[config.mk]
export PLATFORM = sky130hd
export DESIGN_NAME = sha256_stream_hasher_unit
export DESIGN_NICKNAME = d
export VERILOG_FILES = /design/src/sv/sha256_pkg.sv /design/src/sv/sha256_stream_hasher_unit.sv
export SDC_FILE = /design/constraint.sdc
export NUM_CORES = 2
export LEC_CHECK = 0
export ABC_CLOCK_PERIOD_IN_PS = 63700
export BUFFER_PORTS_ARGS = -buffer_cell sky130_fd_sc_hd__buf_2
export CAP_MARGIN = 10
export CORE_MARGIN = 2
export CORE_UTILIZATION = 49
export CTS_CLUSTER_SIZE = 14
export DETAILED_ROUTE_END_ITERATION = 6
export PLACE_DENSITY_LB_ADDON = 0.05
export SKIP_LAST_GASP = 1
export SLEW_MARGIN = 15
export SYNTH_ARGS = -nofsm -noshare
export SYNTH_HDL_FRONTEND = slang
export SYNTH_SLANG_ARGS = --single-unit
[constraint.sdc]
create_clock -name clk -period 63.7 [get_ports clk]
set_input_delay 6.37 -clock clk [delete_from_list [all_inputs] [get_ports clk]]
set_output_delay 6.37 -clock clk [all_outputs]
set_load 0.02 [all_outputs]
[src/sv/sha256_pkg.sv]
// Package for the SHA-256 stream hasher: round constants, initial hash values, rotate.
// No dependencies.
package sha256_pkg;
  typedef logic [31:0] word_t;

  localparam logic [60:0] MaxBytes = {61{1'b1}};

  function automatic word_t round_k(input logic [5:0] i);
    word_t k;
    case (i)
      6'd0: k = 32'h428a2f98; 6'd1: k = 32'h71374491; 6'd2: k = 32'hb5c0fbcf;
      6'd3: k = 32'he9b5dba5; 6'd4: k = 32'h3956c25b; 6'd5: k = 32'h59f111f1;
      6'd6: k = 32'h923f82a4; 6'd7: k = 32'hab1c5ed5; 6'd8: k = 32'hd807aa98;
      6'd9: k = 32'h12835b01; 6'd10: k = 32'h243185be; 6'd11: k = 32'h550c7dc3;
      6'd12: k = 32'h72be5d74; 6'd13: k = 32'h80deb1fe; 6'd14: k = 32'h9bdc06a7;
      6'd15: k = 32'hc19bf174; 6'd16: k = 32'he49b69c1; 6'd17: k = 32'hefbe4786;
      6'd18: k = 32'h0fc19dc6; 6'd19: k = 32'h240ca1cc; 6'd20: k = 32'h2de92c6f;
      6'd21: k = 32'h4a7484aa; 6'd22: k = 32'h5cb0a9dc; 6'd23: k = 32'h76f988da;
      6'd24: k = 32'h983e5152; 6'd25: k = 32'ha831c66d; 6'd26: k = 32'hb00327c8;
      6'd27: k = 32'hbf597fc7; 6'd28: k = 32'hc6e00bf3; 6'd29: k = 32'hd5a79147;
      6'd30: k = 32'h06ca6351; 6'd31: k = 32'h14292967; 6'd32: k = 32'h27b70a85;
      6'd33: k = 32'h2e1b2138; 6'd34: k = 32'h4d2c6dfc; 6'd35: k = 32'h53380d13;
      6'd36: k = 32'h650a7354; 6'd37: k = 32'h766a0abb; 6'd38: k = 32'h81c2c92e;
      6'd39: k = 32'h92722c85; 6'd40: k = 32'ha2bfe8a1; 6'd41: k = 32'ha81a664b;
      6'd42: k = 32'hc24b8b70; 6'd43: k = 32'hc76c51a3; 6'd44: k = 32'hd192e819;
      6'd45: k = 32'hd6990624; 6'd46: k = 32'hf40e3585; 6'd47: k = 32'h106aa070;
      6'd48: k = 32'h19a4c116; 6'd49: k = 32'h1e376c08; 6'd50: k = 32'h2748774c;
      6'd51: k = 32'h34b0bcb5; 6'd52: k = 32'h391c0cb3; 6'd53: k = 32'h4ed8aa4a;
      6'd54: k = 32'h5b9cca4f; 6'd55: k = 32'h682e6ff3; 6'd56: k = 32'h748f82ee;
      6'd57: k = 32'h78a5636f; 6'd58: k = 32'h84c87814; 6'd59: k = 32'h8cc70208;
      6'd60: k = 32'h90befffa; 6'd61: k = 32'ha4506ceb; 6'd62: k = 32'hbef9a3f7;
      default: k = 32'hc67178f2;
    endcase
    return k;
  endfunction

  function automatic word_t init_h(input logic [2:0] i);
    word_t h;
    case (i)
      3'd0: h = 32'h6a09e667; 3'd1: h = 32'hbb67ae85; 3'd2: h = 32'h3c6ef372;
      3'd3: h = 32'ha54ff53a; 3'd4: h = 32'h510e527f; 3'd5: h = 32'h9b05688c;
      3'd6: h = 32'h1f83d9ab;
      default: h = 32'h5be0cd19;
    endcase
    return h;
  endfunction

  function automatic word_t rotr(input word_t v, input int unsigned n);
    return (v >> n) | (v << (32 - n));
  endfunction
endpackage

[src/sv/sha256_stream_hasher_unit.sv]
// SHA-256 stream hasher top level: byte gathering, padding, round engine, digest out.
// Depends on sha256_pkg.
//
//  channel | dir | tdata (low bit up)              | tuser / tlast
//  s_axis  | in  | msg_byte[7:0]                   | tuser: byte_present; tlast: end_of_message
//  m_axis  | out | digest_word[31:0], word_number  | tuser: limit_exceeded; tlast: final_word
//
// A byte that fills no block is only stored. A byte that completes a 64-byte block
// passes through its accept, one load, 64 rounds of the single round unit and one
// chain update. An ending byte adds one or two padded blocks (a pad step, then load,
// rounds and chain update for each) and eight output words.
// Reset is synchronous; the block buffer needs no clearing. Output stalls hold the
// engine; input is not taken until the digest has been delivered.
module sha256_stream_hasher_unit (
  input  logic        clk,
  input  logic        rst,
  input  logic        s_axis_tvalid,
  output logic        s_axis_tready,
  input  logic [7:0]  s_axis_tdata,   // msg_byte[7:0]
  input  logic        s_axis_tuser,   // byte_present
  input  logic        s_axis_tlast,   // end_of_message
  output logic        m_axis_tvalid,
  input  logic        m_axis_tready,
  output logic [39:0] m_axis_tdata,   // digest_word[31:0], word_number[34:32], zero fill
  output logic        m_axis_tuser,   // limit_exceeded
  output logic        m_axis_tlast    // final_word
);
  localparam logic [2:0] SIdle = 3'd0;
  localparam logic [2:0] SLoad = 3'd1;
  localparam logic [2:0] SRound = 3'd2;
  localparam logic [2:0] SAdd = 3'd3;
  localparam logic [2:0] SPad = 3'd4;
  localparam logic [2:0] SOut = 3'd5;

  logic [2:0] state;
  sha256_pkg::word_t chain [8];
  sha256_pkg::word_t wv [8];     // working variables a..h
  sha256_pkg::word_t sched [16]; // rolling message schedule window
  sha256_pkg::word_t blk [16];   // block buffer, big-endian bytes within each word
  logic [5:0] fill;
  logic [60:0] total;
  logic ovf;
  logic [5:0] rnd;
  logic ending;       // padding in progress
  logic len_done;     // a padded block has been built
  logic [2:0] onum;

  logic acc;
  logic present;
  assign s_axis_tready = (state == SIdle);
  assign acc = s_axis_tvalid && s_axis_tready;
  assign present = s_axis_tuser && (total != sha256_pkg::MaxBytes);

  // Round unit.
  sha256_pkg::word_t t1, t2, s0w, s1w, wnew, wcur;
  always_comb begin
    wcur = sched[0];
    t1 = wv[7] + (sha256_pkg::rotr(wv[4], 6) ^ sha256_pkg::rotr(wv[4], 11)
         ^ sha256_pkg::rotr(wv[4], 25)) + ((wv[4] & wv[5]) ^ (~wv[4] & wv[6]))
         + sha256_pkg::round_k(rnd) + wcur;
    t2 = (sha256_pkg::rotr(wv[0], 2) ^ sha256_pkg::rotr(wv[0], 13)
         ^ sha256_pkg::rotr(wv[0], 22))
         + ((wv[0] & wv[1]) ^ (wv[0] & wv[2]) ^ (wv[1] & wv[2]));
    s0w = sha256_pkg::rotr(sched[1], 7) ^ sha256_pkg::rotr(sched[1], 18) ^ (sched[1] >> 3);
    s1w = sha256_pkg::rotr(sched[14], 17) ^ sha256_pkg::rotr(sched[14], 19)
          ^ (sched[14] >> 10);
    wnew = s1w + sched[9] + s0w + sched[0];
  end

  // Padding of the current block: bytes fill .. 63, and the length in the last two words.
  logic [63:0] bits;
  logic pad_two;  // 0x80 sits at 56 or later: length needs a second block
  logic len_here;
  sha256_pkg::word_t pad_blk [16];
  assign bits = {total, 3'b000};
  assign pad_two = (fill >= 6'd56);
  assign len_here = !pad_two || len_done;

  always_comb begin
    for (int i = 0; i < 16; i++) begin
      if (len_here && i == 14) pad_blk[i] = bits[63:32];
      else if (len_here && i == 15) pad_blk[i] = bits[31:0];
      else begin
        for (int j = 0; j < 4; j++) begin
          if (6'(4 * i + j) == fill && !len_done) pad_blk[i][31 - 8 * j -: 8] = 8'h80;
          else if (6'(4 * i + j) > fill || len_done) pad_blk[i][31 - 8 * j -: 8] = 8'h00;
          else pad_blk[i][31 - 8 * j -: 8] = blk[i][31 - 8 * j -: 8];
        end
      end
    end
  end

  always_ff @(posedge clk) begin
    if (rst) begin
      state <= SIdle;
      fill <= '0;
      total <= '0;
      ovf <= 1'b0;
      ending <= 1'b0;
      len_done <= 1'b0;
      onum <= '0;
      rnd <= '0;
      for (int i = 0; i < 8; i++) chain[i] <= sha256_pkg::init_h(3'(i));
    end else begin
      case (state)
        SIdle: begin
          if (acc) begin
            if (s_axis_tuser && !present) ovf <= 1'b1;
            if (present) begin
              // The first byte of a word lands in its top bits.
              blk[fill[5:2]][{~fill[1:0], 3'b000} +: 8] <= s_axis_tdata;
              fill <= fill + 6'd1;
              total <= total + 61'd1;
            end
            ending <= s_axis_tlast;
            len_done <= 1'b0;
            if (present && fill == 6'd63) state <= SLoad;
            else if (s_axis_tlast) state <= SPad;
          end
        end
        SPad: begin
          for (int i = 0; i < 16; i++) blk[i] <= pad_blk[i];
          if (len_here) ending <= 1'b0;
          len_done <= 1'b1;  // a second block carries zeros and length only
          fill <= '0;
          state <= SLoad;
        end
        SLoad: begin
          for (int i = 0; i < 16; i++) sched[i] <= blk[i];
          for (int i = 0; i < 8; i++) wv[i] <= chain[i];
          rnd <= '0;
          state <= SRound;
        end
        SRound: begin
          wv[7] <= wv[6]; wv[6] <= wv[5]; wv[5] <= wv[4]; wv[4] <= wv[3] + t1;
          wv[3] <= wv[2]; wv[2] <= wv[1]; wv[1] <= wv[0]; wv[0] <= t1 + t2;
          for (int i = 0; i < 15; i++) sched[i] <= sched[i+1];
          sched[15] <= wnew;
          rnd <= rnd + 6'd1;
          if (rnd == 6'd63) state <= SAdd;
        end
        SAdd: begin
          for (int i = 0; i < 8; i++) chain[i] <= chain[i] + wv[i];
          fill <= '0;
          if (ending) state <= SPad;
          else if (len_done) begin
            onum <= '0;
            state <= SOut;
          end else state <= SIdle;
        end
        SOut: begin
          if (m_axis_tready) begin
            onum <= onum + 3'd1;
            if (onum == 3'd7) begin
              for (int i = 0; i < 8; i++) chain[i] <= sha256_pkg::init_h(3'(i));
              total <= '0;
              ovf <= 1'b0;
              len_done <= 1'b0;
              state <= SIdle;
            end
          end
        end
        default: state <= SIdle;
      endcase
    end
  end

  assign m_axis_tvalid = (state == SOut);
  assign m_axis_tdata = {5'b0, onum, chain[onum]};
  assign m_axis_tuser = ovf;
  assign m_axis_tlast = (onum == 3'd7);
endmodule

==> metrics.md <==
| Metric | Value |
|---|---|
| CTS buffer count | 186 |
| Final nets | between 9000 and 10000 |
| Status | finished, violations left |
| Yosys reg bits | 1653 |
| Initial Util | 0.492 |
| P&R area growth vs syn | 10.1% |
| Post-CTS Setup Inserts | 0 |
| Final Max Tran Viols | 0 |
| Vias | roughly 67000 |
| CTS Hold Bufs | 0 |
| Core ar. | 187000 um^2 |
| Fillers | roughly 16000 |
| Critical path required time | 57.33 ns |
| Post-layout min period | 10.03 ns |
| Critical path class | register to primary output |
| Post-route ant nets | 0 |
| Main flop type after synthesis | edfxtp_1 |
| CTS tree | built |
| Final Setup Violations | 0 |
| First drt pass iteration count | 7 |
| Final Hold Vio Count | 0 |
| Clock-pin slew on the worst setup and hold paths | 0.06 ns |
| Die X | approximately 440 um |
| Final Skew | roughly 0.086 ns |
| Post-synth EDFFs | 1408 |
| H-tree levels | 4 |
| Sequential-to-total area share from yosys stat | 0.512 |
| HPWL Detailed | 220 mm |
| Crit path buf inv count | 2 |
| Violations in the final reports | design-rule violations |
| RSZ-0062 raised after global routing | no |
| Max Root-Sink Buffers | 3 |
| DRT iter0 DRCs | roughly 6300 |
| Crit path max-delay cell type | dfxtp_4 |
| Delay of the slowest critical-path stage | 0.80 ns |
| Peak Freq | 99.7 MHz |
| Post-CTS sizing | 0 |
| Area of the die | between 150000 and 200000 um^2 |
| # rows | 159 |
| Largest fanout on the critical path | 33 |
| Mapped Area | 92200 um^2 |
| Overall die height | 438 um |
| GPL Wtd Cong | 0.977 |
| Mean routed wirelength per cell | approximately 27 um |
| Global route total overflow | 0 |
| Post-synthesis instance total | about 8700 |
| Min-Delay Path Class | register to register |
| Fin crit share | 0.158 |
| Remaining DRCs | 4 |
| Distinct cell type count after synthesis | 100 |
| Ports | 58 |
| Vias in the first global route | 65494 |
| Yosys Warn Count | 0 |
| CTS root buffer | clkbuf_16 |
| Largest net degree at the start of global routing | 158 |
| GRT Resource Usage Total | 0.314 |
| Top Family by Delay on Critical Path | multiplexers |
| Async S/R FF share, synth | 0 |
| Worst-path cell chain | buf_4 > mux4_2 > mux2_2 > buf_2 |
| Initial antenna violation count | 19 |
| First-pass GRT wire length | 442 mm |
| Final WL | a little over 300 mm |
| # port buffers | 52 |
| CP Launch Type | register |
| Vias per inst | 5.91 |
| Max-slew headroom | 0.167 |
| Sink Count | approximately 1700 |
| Critical path arrival | approximately 3.7 ns |
| Worst skew pair latency | 0.90 ns |
| Nature of the critical path endpoint | primary output |
| Final setup TNS | 0 ns |
| Slew of the pin with the lowest slew margin | 1.25 ns |
| # Max-Cap Violations | 0 |
| Syn Area/Cell | 10.6 um^2 |
| Fraction of layout cells with a size suffix above 1 | 0.0949 |
[final timing paths]
kind | from | to | slack [ns] | depth (start not counted)
worst max-delay path | register | m_axis_tdata[11] | 53.67 | 4
worst max register to register | wv[0][154] | wv[0][30] | 54.63 | 31
worst min register to register | m_axis_tuser | m_axis_tuser | 0.46 | 1
worst min-delay path | m_axis_tuser | m_axis_tuser | 0.46 | 1
[registers in the layout, indices dropped and copies added (netlist names), named ones only]
| name | flops |
|---|---|
| fill | 6 |
| m_axis_tuser | 1 |
| onum | 3 |
| state | 3 |
| total | 61 |
| chain | 256 |
| sched | 512 |
| rnd | 6 |
| ending | 1 |
| len_done | 1 |
| wv | 256 |
| blk | 512 |
[per-layer routing]
layer  track usage  share of wire  up-vias
met5             0        0.00011        -
met4         0.153          0.055        4
met3        0.0400          0.053      591
met2         0.529           0.49     2289
met1         0.401           0.40    33203
li1              -              -    30709
[synthesized netlist by cell type, types with 51 or more instances]
cell type	count	area, um^2
o211ai_1	55	413
ha_1	398	4980
nand2_1	2062	7740
a31oi_1	51	319
edfxtp_1	1408	42300
nor3_1	105	526
xnor2_1	421	3690
fa_1	195	3900
a21oi_1	468	2340
dfxtp_1	245	4900
nand2b_1	67	419
nand3_1	141	706
xor2_1	192	1680
a211oi_1	61	458
mux4_2	64	1440
mux2_2	225	2530
o21ai_0	466	2330
clkbuf_1	374	1400
inv_1	246	923
a21o_1	237	1780
nor2_1	400	1500
[metrics by stage]
stage	hold WS, ns	std cells	instance area, um^2	utilization	setup slack, ns
final	0.463	11309	102000	0.542	53.67
after global routing	0.490	11298	101000	0.542	53.51
after CTS	0.467	11282	101000	0.541	53.51
after detailed placement	0.455	10935	95200	0.508	52.84
after global placement	0.444	10934	95100	0.508	52.84
after floorplan	0.447	8692	92200	-	1.52
[layout by cell type (no fill, tap or decap), types with 46 or more instances in the layout]
master / n
nand2_1: 2060
edfxtp_1: 1408
a21oi_1: 465
o21ai_0: 464
xnor2_1: 421
ha_1: 398
nor2_1: 396
inv_1: 244
dfxtp_1: 242
a21o_1: 237
mux2_2: 225
fa_1: 195
xor2_1: 192
clkbuf_16: 187
nand3_1: 141
buf_4: 133
nor3_1: 103
nand2b_1: 65
mux4_2: 64
a211oi_1: 61
o211ai_1: 55
buf_2: 52
and3_1: 49
o21bai_1: 49
a31oi_1: 49
nor2b_1: 48
and2_1: 47
o21a_1: 46
[cells by family (layout without fill, tap and decap cells)]
| logic type | count (synthesis) | in the layout | synth area share |
|---|---|---|---|
| AO/OA/AOI/OAI | 1709 | 1709 | 0.116 |
| XOR/XNOR | 614 | 614 | 0.0584 |
| adder cells (fa/ha/maj) | 623 | 623 | 0.0996 |
| buffers and inverters | 689 | 785 | 0.0286 |
| flip-flops | 1653 | 1653 | 0.512 |
| multiplexers | 306 | 306 | 0.0450 |
| other | 1 | 31 | 0.0000407 |
| AND/OR/NAND/NOR | 3093 | 3093 | 0.141 |
[cell type report]
type,instances,area [um^2],share of cell area
sequential,1653,47200,0.465
tap,2495,3120,0.0307
timing repair buffer,188,1310,0.0129
inverter,250,941,0.00927
clock buffer,237,4980,0.0490
clock inverter,110,1300,0.0128
multi-input combinational,6350,42600,0.420
antenna,26,65.1,0.000641
Power is left out: the tool's default activity adds up to more than one toggle a clock period on the data nets, which glitch-free logic cannot reach.
